--- src/design/sip_pkg.sv ---
// Shared types, widths and codes for the segment intersection parameter unit.
package sip_pkg;

    // Coordinate and parameter widths fixed by the payload words.
    localparam int CW     = 16;
    localparam int FW     = 16;
    localparam int EPS_W  = 16;
    localparam int PW     = FW + 1;

    // Derived datapath widths.
    localparam int DIFF_W = CW + 1;
    localparam int PROD_W = 2 * DIFF_W;
    localparam int CR_W   = PROD_W + 1;
    localparam int LEN_W  = PROD_W;
    localparam int SQ_K   = (CR_W + 1) / 2;
    localparam int SQ_H   = CR_W - SQ_K;
    localparam int SQ_W   = 2 * CR_W;
    localparam int EPS2_W = 2 * EPS_W;
    localparam int LIM_K  = (LEN_W + 1) / 2;
    localparam int LIM_H  = LEN_W - LIM_K;
    localparam int LIM_W  = EPS2_W + LEN_W;
    localparam int CMP_W  = (SQ_W > LIM_W) ? SQ_W : LIM_W;
    localparam int DEN_W  = CR_W + 1;
    localparam int DM_W   = DEN_W;
    localparam int RM_W   = DM_W + 1;
    localparam logic [PW-1:0] PARAM_ONE = PW'(1) << FW;

    // Result codes.
    typedef enum logic [1:0] {
        OUT_INTERSECT  = 2'd0,
        OUT_APART      = 2'd1,
        OUT_COINCIDENT = 2'd2
    } outcome_t;

    typedef struct packed {
        logic signed [CW-1:0] a_start_x;
        logic signed [CW-1:0] a_start_y;
        logic signed [CW-1:0] a_end_x;
        logic signed [CW-1:0] a_end_y;
        logic signed [CW-1:0] b_start_x;
        logic signed [CW-1:0] b_start_y;
        logic signed [CW-1:0] b_end_x;
        logic signed [CW-1:0] b_end_y;
    } in_word_t;

    typedef struct packed {
        outcome_t        outcome;
        logic [PW-1:0]   param_on_a;
    } out_word_t;

    // Cross products and squared lengths leaving the front end.
    typedef struct packed {
        logic signed [CR_W-1:0] c21;
        logic signed [CR_W-1:0] c22;
        logic signed [CR_W-1:0] c11;
        logic signed [CR_W-1:0] c12;
        logic [LEN_W-1:0]       la;
        logic [LEN_W-1:0]       lb;
        logic                   zero_len;
    } cross_t;

    // Word carried through the divider stages.
    typedef struct packed {
        outcome_t          outcome;
        logic              pzero;
        logic              psat;
        logic [DM_W-1:0]   rem;
        logic [DM_W-1:0]   dmag;
        logic [FW-1:0]     quo;
    } div_t;

    // Difference of two coordinates, one bit wider.
    function automatic logic signed [DIFF_W-1:0] dif(logic signed [CW-1:0] a,
                                                     logic signed [CW-1:0] b);
        logic signed [DIFF_W-1:0] ea;
        logic signed [DIFF_W-1:0] eb;
        ea = DIFF_W'(a);
        eb = DIFF_W'(b);
        return ea - eb;
    endfunction

endpackage

--- src/design/sip_div_stage.sv ---
// One restoring division step: one quotient bit per stage.
module sip_div_stage
(
    input  logic          clk,
    input  logic          rst_n,
    input  logic          in_valid,
    input  sip_pkg::div_t in_word,
    output logic          out_valid,
    output sip_pkg::div_t out_word
);

    localparam int DMW = sip_pkg::DM_W;
    localparam int RMW = sip_pkg::RM_W;

    sip_pkg::div_t  d_reg;
    sip_pkg::div_t  d_next;
    logic           v_reg;
    logic [RMW-1:0] r2;
    logic [RMW-1:0] dm;

    // Shift the remainder and subtract the divisor where it fits.
    always_comb
    begin
        d_next = in_word;
        r2     = {in_word.rem, 1'b0};
        dm     = RMW'(in_word.dmag);
        if (r2 >= dm)
        begin
            d_next.rem = DMW'(r2 - dm);
            d_next.quo = {in_word.quo[sip_pkg::FW-2:0], 1'b1};
        end
        else
        begin
            d_next.rem = DMW'(r2);
            d_next.quo = {in_word.quo[sip_pkg::FW-2:0], 1'b0};
        end
    end

    always_ff @(posedge clk or negedge rst_n)
    begin
        if (!rst_n)
        begin
            v_reg <= 1'b0;
        end
        else
        begin
            v_reg <= in_valid;
        end
    end

    always_ff @(posedge clk)
    begin
        d_reg <= d_next;
    end

    assign out_valid = v_reg;
    assign out_word  = d_reg;

endmodule

--- config.mk ---
export PLATFORM = sky130hd
export DESIGN_NAME = sip_div_stage
export DESIGN_NICKNAME = d
export VERILOG_FILES = /design/src/design/sip_pkg.sv /design/src/design/sip_div_stage.sv
export SDC_FILE = /design/constraint.sdc
export NUM_CORES = 1
export LEC_CHECK = 0
export ABC_AREA = 1
export BUFFER_PORTS_ARGS = -buffer_cell sky130_fd_sc_hd__clkbuf_2
export CAP_MARGIN = 20
export CELL_PAD_IN_SITES_DETAIL_PLACEMENT = 0
export CELL_PAD_IN_SITES_GLOBAL_PLACEMENT = 1
export CORE_UTILIZATION = 30
export CTS_CLUSTER_SIZE = 20
export DETAILED_ROUTE_END_ITERATION = 10
export GPL_TIMING_DRIVEN = 0
export PLACE_DENSITY_LB_ADDON = 0.2
export SLEW_MARGIN = 15
export SYNTH_ARGS = -nofsm -noshare
export SYNTH_HDL_FRONTEND = slang
export SYNTH_SLANG_ARGS = --single-unit
--- constraint.sdc ---
create_clock -name clk -period 0.8 [get_ports clk]
set_input_delay 0.08 -clock clk [delete_from_list [all_inputs] [get_ports clk]]
set_output_delay 0.08 -clock clk [all_outputs]
set_load 0.1 [all_outputs]
* Yosys cells after proc, flatten, opt, wreduce, memory -nomap -nowiden
Cells that the tools add are included.
Word-level totals: register bits after elaboration 93, word-level logic and storage cells 12, output and inout bits 93, input port bits 95
Cells by class: $lt $le $gt $ge 1, add/subtract/negate cells 1, mux-type cells 2
Operators by type and width (count):
- $ge A37 B36 Y1 | 1
- $mux W36 | 1
- $sub A36 B36 Y36 | 1
- $mux W1 | 1

* Longest topological paths before layout
Gate-level depths: netlist of the first run.
depth after elaboration 2, gate-level depth with buffers 16, mapped depth without buffers 15

* Least setup slack after synthesis of the first run
Ideal clock, no wire load.
path kind input -> register, start input port in_word[44] (netlist name), end register d_reg, in the netlist out_word[83], stages 11, required time 0.688 ns, setup time 0.112 ns, buffers on the path 1, path slack -0.796 ns, arrival time 1.483 ns, cells stage by stage inv_1 > ha_1 > nand2_1 > inv_1 > a21oi_1 > nand2_1 > a21oi_2 > nand4_4 > buf_8 > nand3_2 > nand2_1
RTL lines:
- start: declaration | RTL line sip_div_stage.sv:7 | input sip_pkg::div_t in_word,
- end signal: assignment | RTL line sip_div_stage.sv:53 | d_reg <= d_next;
- end: declaration | RTL line sip_div_stage.sv:15 | sip_pkg::div_t d_reg;

==> results of run 1 <==
==> cell families (layout without fill, tap and decap cells) <==
group	after synthesis	in the layout	synth area share, %
compound gates	43	43	4.764
buf+inv	143	495	11.00
fa+ha+maj	37	37	8.781
xor+xnor	18	18	2.943
simple gates	449	450	37.67
flops	93	93	34.84
==> per-layer routing <==
metal	up-vias	GRT usage, %
li1	3127	-
met5	-	0
met4	0	7.740
met1	2803	30.43
met2	138	41.16
met3	29	3.816
==> timing repair <==
item | CTS | global route
endpoints found under the hold margin | 91 | 0
hold buffers | 91 | 0
cloned | 3 | 6
pin swaps | 74 | 103
endpoints found under the setup margin | 130 | 130
resized for setup | 362 | 165
buffers inserted | 19 | 33
==> report_power, final <==
part	internal, mW	switching [mW]	leakage, nW
clock	2.19	2.19	0.140
combinational	4.63	6.78	4.78
sequential	5.27	0.378	0.789
total	12.1	9.34	5.71
==> path summary, 6_finish.rpt <==
| check | start | to | slack (ns) |
|---|---|---|---|
| max | in_word[34] | out_word[65]$_DFF_P_ | -0.63 |
| min | rst_n | out_valid$_DFF_PN0_ | 0.01 |
| max in group asynchronous | rst_n | out_valid$_DFF_PN0_ | 0.69 |
| min in group clk | in_word[52] | out_word[53]$_DFF_P_ | 0.05 |
==> layout make-up <==
class | count | area (um^2) | share of cell area [%]
Buffer | 9 | 148.9 | 1.256
Clock buffer | 9 | 225.2 | 1.900
Clock inverter | 7 | 65.06 | 0.5488
Inverter | 134 | 523.0 | 4.411
Multi-Input combinational cell | 548 | 4283 | 36.12
Sequential cell | 93 | 1983 | 16.73
Tap cell | 225 | 281.5 | 2.374
Timing Repair Buffer | 336 | 4347 | 36.66
==> registers in the layout (all words and copies together), names as in the netlist <==
name and count:
out_word 92, out_valid 1
==> cells in the final DEF, fill, tap and decap left out, drive strengths merged, types with 2 or more instances in the layout <==
master	Yosys	routed
nor3	9	9
o21bai	8	8
nand2	282	283
xor2	17	17
dlygate4sd3	0	91
nor2	63	63
ha	36	36
o21ai	4	4
nand3b	10	10
clkbuf	0	192
dfxtp	92	92
buf	9	71
nand4	6	6
a21oi	29	29
nand3	77	77
clkinv	0	2
inv	134	138
==> critical path, delay by kind of cell <==
family                     cells  cell delay, ns
and+or+nand+nor                7            0.56
AOI/OAI and AO/OA              1            0.19
buffers and inverters          5            0.62
adders and majority gates      1            0.22
==> flow_metrics.env, run 1 <==
export IMPL_status="complete, but fails checks"
export IMPL_violations="negative setup slack"
export IMPL_wl_met2_mm=10.91
export IMPL_numPortBuffers=186
export IMPL_placed_cells=1194
export IMPL_viasPerCell=4.480
export IMPL_dpl_cell_area_um2=7271
export IMPL_route_detailed_drc=0
export IMPL_syn_inst=783
export IMPL_cts_max_level=3
export IMPL_grt_pass1_wl_mm=33.23
export IMPL_startpoint_type="input pin"
export IMPL_setup_ws_ns=-0.6300
export IMPL_rows=48
export IMPL_fin_tns_setup_ns=-38.72
export IMPL_rsz0062_at_grt="true"
export IMPL_yosysUniqueCellTypes=32
export IMPL_tightest_slew_ns=0.3676
export IMPL_slew_violations=0
export IMPL_ys_warn_count=0
export IMPL_wl_mm=22.29
export IMPL_crit_type="in2reg"
export IMPL_synthToLayoutAreaGrowth_pct=121.3
export IMPL_clock_fmax_ghz=0.6993
export IMPL_hold_violations=0
export IMPL_p_per_area_nw_per_um2=1807
export IMPL_drtPass1Iterations=6
export IMPL_core_um2=17360
export IMPL_cts_num_sinks=93
export IMPL_slowest_stage="ha_4"
export IMPL_grt_usage_pct=24.00
export IMPL_routedWlPerCell_um=16.38
export IMPL_grt_max_degree=19
export IMPL_slowest_delay_ns=0.22
export IMPL_min_period_ns=1.430
export IMPL_drtIter0Drc=210
export IMPL_synth_seq_area_share_pct=34.84
export IMPL_cp_data_required_time_ns=1.05
export IMPL_path_clk_slew_ns=0.08
export IMPL_hold_class="in2async"
export IMPL_antenna_found_initial=0
export IMPL_met1_length_mm=9.898
export IMPL_hpwlAfterDp_mm=14.38
export IMPL_total_power_mw=21.42
export IMPL_end_kind="register"
export IMPL_dr_wl_met3_mm=1.037
export IMPL_synth_area_top_cells="dfxtp_1 (34%), nand2_1 (19%), inv_1 (9.3%)"
export IMPL_finish_instance_area_um2=11860
export IMPL_die_area_um2=18400
export IMPL_power_leakage_nw=5.713
export IMPL_synth_top_area_share_pct=34.38
export IMPL_path_cells="buf_4 -> inv_2 -> ha_4 -> nand2_4 -> nor2_4 -> buf_12 -> a21oi_4 -> nand2_1 -> nand2_2 -> nand4_4 -> buf_12 -> buf_8 -> nand2_1 -> nand2_1"
export IMPL_antenna_left=0
export IMPL_instances_no_fill=1361
export IMPL_cap_violations=0
export IMPL_synth_seq_cells=93
export IMPL_cp_arrival_ns=1.68
export IMPL_io_pins=188
export IMPL_post_route_util_pct=68.31
export IMPL_cts_made_buffers=9
export IMPL_setup_viol=130
export IMPL_synth_ff_type="dfxtp_1"
export IMPL_hold_ws_ns=0.01435
export IMPL_synthTopCellsByCount="nand2_1 (270), inv_1 (133), dfxtp_1 (92)"
export IMPL_cpMostUsedCell="nand2_1"
export IMPL_dpl_worst_slack_ns=-1.340
export IMPL_cts_root_buf="clkbuf_16"
export IMPL_dr_total_vias=6097
export IMPL_grt_ovfl_total=0
export IMPL_async_reset_ff_share_pct=1.075
export IMPL_highest_layer="met4"
export IMPL_yosysMostFrequentCell="nand2_1"
export IMPL_slew_headroom_pct=75.44
export IMPL_avgSynthCellArea_um2=6.842
export IMPL_die_w_um=135.6
export IMPL_finalCritPeriodShare_pct=178.7
export IMPL_drive_gt1_share_pct=56.25
export IMPL_final_nets=1263
export IMPL_clk_path_buf_depth=2
export IMPL_crit_fanout=10
export IMPL_synthesis_area_um2=5358
export IMPL_yosys_area_top_type="dfxtp_1"
export IMPL_syn_num_nets=915
export IMPL_n_antenna_cell=0
export IMPL_grt_pass1_vias=6331
export IMPL_tritoncts="built"
export IMPL_dieHeight_um=135.6
export IMPL_fill_cells=1369
export IMPL_initial_core_util_pct=30.87
export IMPL_synth_edf_count=0
export IMPL_place_congestion=0.8872
export IMPL_ir_worst_vdd_v=0.001314
No activity file was read; power rests on OpenSTA's default activity.
==> run 2, diff against run 1 <==
--- a/config.mk
+++ b/config.mk
@@ -7,13 +7,13 @@
 export LEC_CHECK = 0
 export ABC_AREA = 1
 export BUFFER_PORTS_ARGS = -buffer_cell sky130_fd_sc_hd__clkbuf_2
-export CAP_MARGIN = 20
+export CAP_MARGIN = 15
 export CELL_PAD_IN_SITES_DETAIL_PLACEMENT = 0
 export CELL_PAD_IN_SITES_GLOBAL_PLACEMENT = 1
 export CORE_UTILIZATION = 30
 export CTS_CLUSTER_SIZE = 20
 export DETAILED_ROUTE_END_ITERATION = 10
-export GPL_TIMING_DRIVEN = 0
+export GPL_TIMING_DRIVEN = 1
 export PLACE_DENSITY_LB_ADDON = 0.2
 export SLEW_MARGIN = 15
 export SYNTH_ARGS = -nofsm -noshare
==> flow_metrics.env, run 2 (synthesis results as in run 1) <==
export IMPL_status="complete, but fails checks"
export IMPL_violations="negative hold slack, negative setup slack"
export IMPL_setup_viol=130
export IMPL_cts_max_level=3
export IMPL_slew_headroom_pct=81.21
export IMPL_cpMostUsedCell="nand2_1"
export IMPL_wl_mm=20.38
export IMPL_gr_usage_met3_pct=3.404
export IMPL_antenna_left=0
export IMPL_finalCritPeriodShare_pct=178.1
export IMPL_cap_violations=0
export IMPL_hold_class="in2reg"
export IMPL_power_leakage_nw=5.620
export IMPL_setup_ws_ns=-0.6252
export IMPL_io_pins=188
export IMPL_gr_usage_met1_pct=28.48
export IMPL_cp_arrival_ns=1.68
export IMPL_path_clk_slew_ns=0.08
export IMPL_slowest_delay_ns=0.28
export IMPL_drtIter0Drc=237
export IMPL_top_usage_layer="met2"
export IMPL_path_depth=13
export IMPL_min_period_ns=1.425
export IMPL_startpoint_type="input pin"
export IMPL_worst_path_buf_inv=3
export IMPL_rsz0062_at_grt="true"
export IMPL_antenna_found_initial=0
export IMPL_cp_data_required_time_ns=1.05
export IMPL_end_kind="register"
export IMPL_instances_no_fill=1432
export IMPL_tightest_slew_ns=0.2789
export IMPL_finish_instance_area_um2=11370
export IMPL_slew_violations=0
export IMPL_fin_tns_setup_ns=-36.00
export IMPL_dieHeight_um=135.6
export IMPL_cts_root_buf="clkbuf_16"
export IMPL_core_um2=17360
export IMPL_drive_gt1_share_pct=56.42
export IMPL_crit_fanout=13
export IMPL_hpwlAfterDp_mm=15.27
export IMPL_clock_fmax_ghz=0.7017
export IMPL_grt_pass1_vias=5988
export IMPL_drtPass1Iterations=7
export IMPL_grt_pass1_wl_mm=30.19
export IMPL_die_area_um2=18400
export IMPL_die_w_um=135.6
export IMPL_final_cell_mix="nand2_1 (199), buf_4 (151), buf_12 (99), inv_1 (97), dfxtp_2 (92)"
export IMPL_place_congestion=0.8773
export IMPL_slowest_stage="ha_4"
export IMPL_synthToLayoutAreaGrowth_pct=112.2
export IMPL_clk_path_buf_depth=2
export IMPL_ir_worst_vdd_v=0.001366
export IMPL_initial_core_util_pct=30.87
export IMPL_route_detailed_drc=0
export IMPL_path_cells="clkbuf_2 -> ha_4 -> nand2_4 -> inv_2 -> nand2_1 -> nand2_2 -> a21oi_4 -> nand2_1 -> nand2_2 -> nand4_4 -> buf_12 -> nand3_1 -> nand2_1"
export IMPL_final_nets=1334
export IMPL_n_antenna_cell=0
export IMPL_hold_ws_ns=-0.004215
export IMPL_startpoint="in_word[70]"
export IMPL_path_delay_family="simple AND/OR/NAND/NOR gates"
export IMPL_grtUsageMet2_pct=36.00
export IMPL_rows=48
export IMPL_numPortBuffers=186
export IMPL_final_common_cell="nand2_1"
export IMPL_grt_usage_pct=21.39
export IMPL_tritoncts="built"
export IMPL_grt_ovfl_total=0
export IMPL_placed_cells=1322
export IMPL_cts_made_buffers=9
export IMPL_dpl_cell_area_um2=9679
export IMPL_viasPerCell=4.386
export IMPL_cts_num_sinks=93
export IMPL_grt_max_degree=36
export IMPL_endpoint="out_word[87]$_DFF_P_"
export IMPL_crit_type="in2reg"
export IMPL_largest_reg_flops=92
export IMPL_dr_total_vias=6281
export IMPL_hold_violations=1
export IMPL_p_per_area_nw_per_um2=1857
export IMPL_dpl_worst_slack_ns=-1.062
export IMPL_routedWlPerCell_um=14.23
==> run 2: changes by cell type in the layout (fill, tap and decap cells not counted), sizes merged <==
cell         delta
nand2           -1
buf           +190
clkinvlp        +1
clkinv          -1
clkbuf        -100
dlygate4sd3    -18
==> run 2: stage by stage <==
| stage | utilization (%) | hold slack, ns | total power [mW] |
|---|---|---|---|
| global route | 65.51 | 0.009330 | 22.09 |
| floorplan | - | -0.2156 | 11.74 |
| detailed placement | 55.77 | -0.1429 | 15.99 |
| CTS | 61.94 | -0.1493 | 20.69 |
| finish | 65.51 | -0.004215 | 21.11 |
| global placement | 55.77 | -0.1449 | 15.95 |
==> run 2: cell type report <==
type | count | area (um^2)
fillers | 1516 | 5987
repair buffers | 417 | 4427
multi-input cells | 547 | 3866
flip-flops and latches | 93 | 1983
inverters | 134 | 520.5
well taps | 225 | 281.5
clock buffers | 9 | 225.2
clock inverters | 7 | 66.31
==> run 2: tightest hold or removal path: cells and delay by family <==
kind / cells / cell delay, ns
buf+inv: 1 / 0.12
simple gates: 2 / 0.12
==> run 2: per-layer routing <==
metal	vias up	wire length (um)
met5	-	0
met4	0	144
met3	11	953
met2	155	9932
met1	2850	9346
li1	3265	-
==> run 2: worst min path at each step <==
stage	start	endpoint	cells past startpoint
4_1_cts	in_word[34]	out_word[34]$_DFF_P_	1
6_report	in_word[70]	out_word[71]$_DFF_P_	3
3_5_place_dp	rst_n	out_valid$_DFF_PN0_	1
2_1_floorplan	rst_n	out_valid$_DFF_PN0_	0
3_3_place_gp	rst_n	out_valid$_DFF_PN0_	1
5_1_grt	in_word[70]	out_word[71]$_DFF_P_	3
==> run 2: power breakdown <==
group	internal, mW	switching (mW)	total [mW]
Sequential	5.27	0.423	5.69
Clock	2.19	2.12	4.31
Combinational	4.56	6.55	11.1
Total	12.0	9.09	21.1
==> run 2: repair_timing <==
item	4_1_cts	5_1_grt
endpoints found under the hold margin	73	1
resized for setup	13	137
pin swaps	0	2
setup endpoints to repair	130	130
buffers inserted	2	15
gates cloned	0	4
hold buffers	72	1
==> run 3, diff against run 2 <==
--- a/config.mk
+++ b/config.mk
@@ -6,7 +6,7 @@
 export NUM_CORES = 1
 export LEC_CHECK = 0
 export ABC_AREA = 1
-export BUFFER_PORTS_ARGS = -buffer_cell sky130_fd_sc_hd__clkbuf_2
+export BUFFER_PORTS_ARGS = -buffer_cell sky130_fd_sc_hd__buf_4
 export CAP_MARGIN = 15
 export CELL_PAD_IN_SITES_DETAIL_PLACEMENT = 0
 export CELL_PAD_IN_SITES_GLOBAL_PLACEMENT = 1
==> flow_metrics.env, run 3 (synthesis results as in run 1) <==
export IMPL_status="complete, but fails checks"
export IMPL_violations="negative setup slack"
export IMPL_rsz0062_at_grt="true"
export IMPL_synthToLayoutAreaGrowth_pct=121.7
export IMPL_hold_class="in2reg"
export IMPL_crit_fanout=20
export IMPL_hpwlAfterDp_mm=15.20
export IMPL_cts_num_sinks=93
export IMPL_final_cell_mix="buf_4 (212), nand2_1 (205), buf_12 (100), inv_1 (94), dfxtp_2 (92)"
export IMPL_path_cells="buf_4 -> inv_2 -> ha_4 -> nand2_2 -> inv_1 -> a21oi_4 -> nand2_4 -> a21oi_4 -> nand4_4 -> buf_12 -> nand2_1 -> nand2_1"
export IMPL_cts_made_buffers=9
export IMPL_p_int_mw=12.22
export IMPL_end_kind="register"
export IMPL_wl_mm=21.18
export IMPL_drive_gt1_share_pct=56.88
export IMPL_path_clk_slew_ns=0.07
export IMPL_p_clk_share_pct=20.2
export IMPL_slowest_delay_ns=0.22
export IMPL_grt_pass1_vias=6387
export IMPL_slew_violations=0
export IMPL_startpoint_type="input pin"
export IMPL_core_um2=17360
export IMPL_place_congestion=0.8537
export IMPL_antenna_left=0
export IMPL_hold_violations=0
export IMPL_hp_start="in_word[83]"
export IMPL_hold_depth=4
export IMPL_worst_path_buf_inv=4
export IMPL_p_per_area_nw_per_um2=1801
export IMPL_initial_core_util_pct=30.87
export IMPL_dpl_cell_area_um2=8583
export IMPL_seqPwrFrac_pct=26.6
export IMPL_swShare_pct=42.90
export IMPL_clk_path_buf_depth=2
export IMPL_tritoncts="built"
export IMPL_tightest_slew_ns=0.4228
export IMPL_comb_power_share_pct=53.2
export IMPL_ir_worst_vdd_v=0.001549
export IMPL_rows=48
export IMPL_grt_usage_pct=22.22
export IMPL_n_antenna_cell=0
export IMPL_crit_type="in2reg"
export IMPL_numPortBuffers=186
export IMPL_power_leakage_nw=5.789
export IMPL_cp_arrival_ns=1.67
export IMPL_grt_pass1_wl_mm=31.35
export IMPL_cp_data_required_time_ns=1.05
export IMPL_antenna_found_initial=0
export IMPL_finish_instance_area_um2=11880
export IMPL_grt_max_degree=21
export IMPL_multiInputGateArea_um2=3998
export IMPL_routedWlPerCell_um=14.73
export IMPL_drtIter0Drc=241
export IMPL_clock_fmax_ghz=0.7037
export IMPL_die_w_um=135.6
export IMPL_min_period_ns=1.421
export IMPL_hold_end="out_word[84]$_DFF_P_"
export IMPL_cap_violations=0
export IMPL_io_pins=188
export IMPL_cts_root_buf="clkbuf_16"
export IMPL_setup_viol=130
export IMPL_die_area_um2=18400
export IMPL_cts_max_level=3
export IMPL_viasPerCell=4.376
export IMPL_drtPass1Iterations=4
export IMPL_final_nets=1340
export IMPL_dr_total_vias=6293
export IMPL_switchingPower_mw=9.178
export IMPL_path_delay_family="simple AND/OR/NAND/NOR gates"
export IMPL_final_common_cell="buf_4"
export IMPL_slew_headroom_pct=71.76
export IMPL_slowest_stage="ha_4"
export IMPL_dieHeight_um=135.6
export IMPL_setup_ws_ns=-0.6211
export IMPL_fill_cells=1407
export IMPL_finalCritPeriodShare_pct=177.6
export IMPL_route_detailed_drc=0
export IMPL_largest_reg_flops=92
export IMPL_total_power_mw=21.39
export IMPL_grt_ovfl_total=0
export IMPL_seq_area_um2=1983
run 3: repair_timing:
action,in CTS,in global routing
pin swaps,23,33
endpoints found under the hold margin,85,1
endpoints found under the setup margin,130,130
setup buffers,19,15
cloned,1,2
hold buffers,84,1
gates resized for setup,169,289
run 3: worst max path at each step:
stage / start / to / cells past startpoint
after CTS: in_word[19] / out_word[68]$_DFF_P_ / 15
final: in_word[44] / out_word[69]$_DFF_P_ / 12
after detailed placement: in_word[19] / out_word[68]$_DFF_P_ / 15
after global routing: in_word[40] / out_word[69]$_DFF_P_ / 12
after global placement: in_word[19] / out_word[68]$_DFF_P_ / 15
after floorplan: in_word[65] / out_word[84]$_DFF_P_ / 12
run 3: area by class of cell:
type / count / share of cell area, %
timing repair buffer: 423 / 40.37
multi-input combinational: 547 / 33.65
sequential: 93 / 16.69
inverter: 134 / 4.445
tap: 225 / 2.370
clock buffer: 9 / 1.896
clock inverter: 7 / 0.5688
run 3: per-layer routing:
layer / track usage, % / wire (um) / vias to the layer above
li1: - / - / 3270
met3: 4.377 / 1020 / 24
met5: 0 / 0 / -
met1: 28.66 / 9382 / 2848
met2: 37.61 / 10410 / 151
met4: 5.493 / 365 / 0
run 3: metrics by stage:
stage	worst slack, ns	hold slack, ns	TNS [ns]	cells	util (%)
2_1_floorplan	-0.6277	-0.2156	-22.60	783	-
3_3_place_gp	-1.017	-0.1448	-36.39	1300	49.45
3_5_place_dp	-1.031	-0.1430	-37.01	1300	49.45
4_1_cts	-0.5881	-0.03565	-40.55	1420	60.94
5_1_grt	-0.6904	0.02760	-40.76	1438	68.44
6_report	-0.6211	0.01925	-35.92	1438	68.44
run 3: power groups by stage:
stage | combinational (mW) | sequential, mW | clock (mW)
after floorplan | 2.43 | 9.30 | 0
after detailed placement | 8.92 | 5.50 | 0
final | 11.4 | 5.69 | 4.33
after CTS | 10.1 | 5.53 | 4.46
after global routing | 11.9 | 5.74 | 4.65
after global placement | 8.88 | 5.50 | 0
run 3: worst min-delay path: stages:
cell     delay [ns]
buf_8          0.07
buf_4          0.09
nand3_2        0.04
nand2_1        0.06
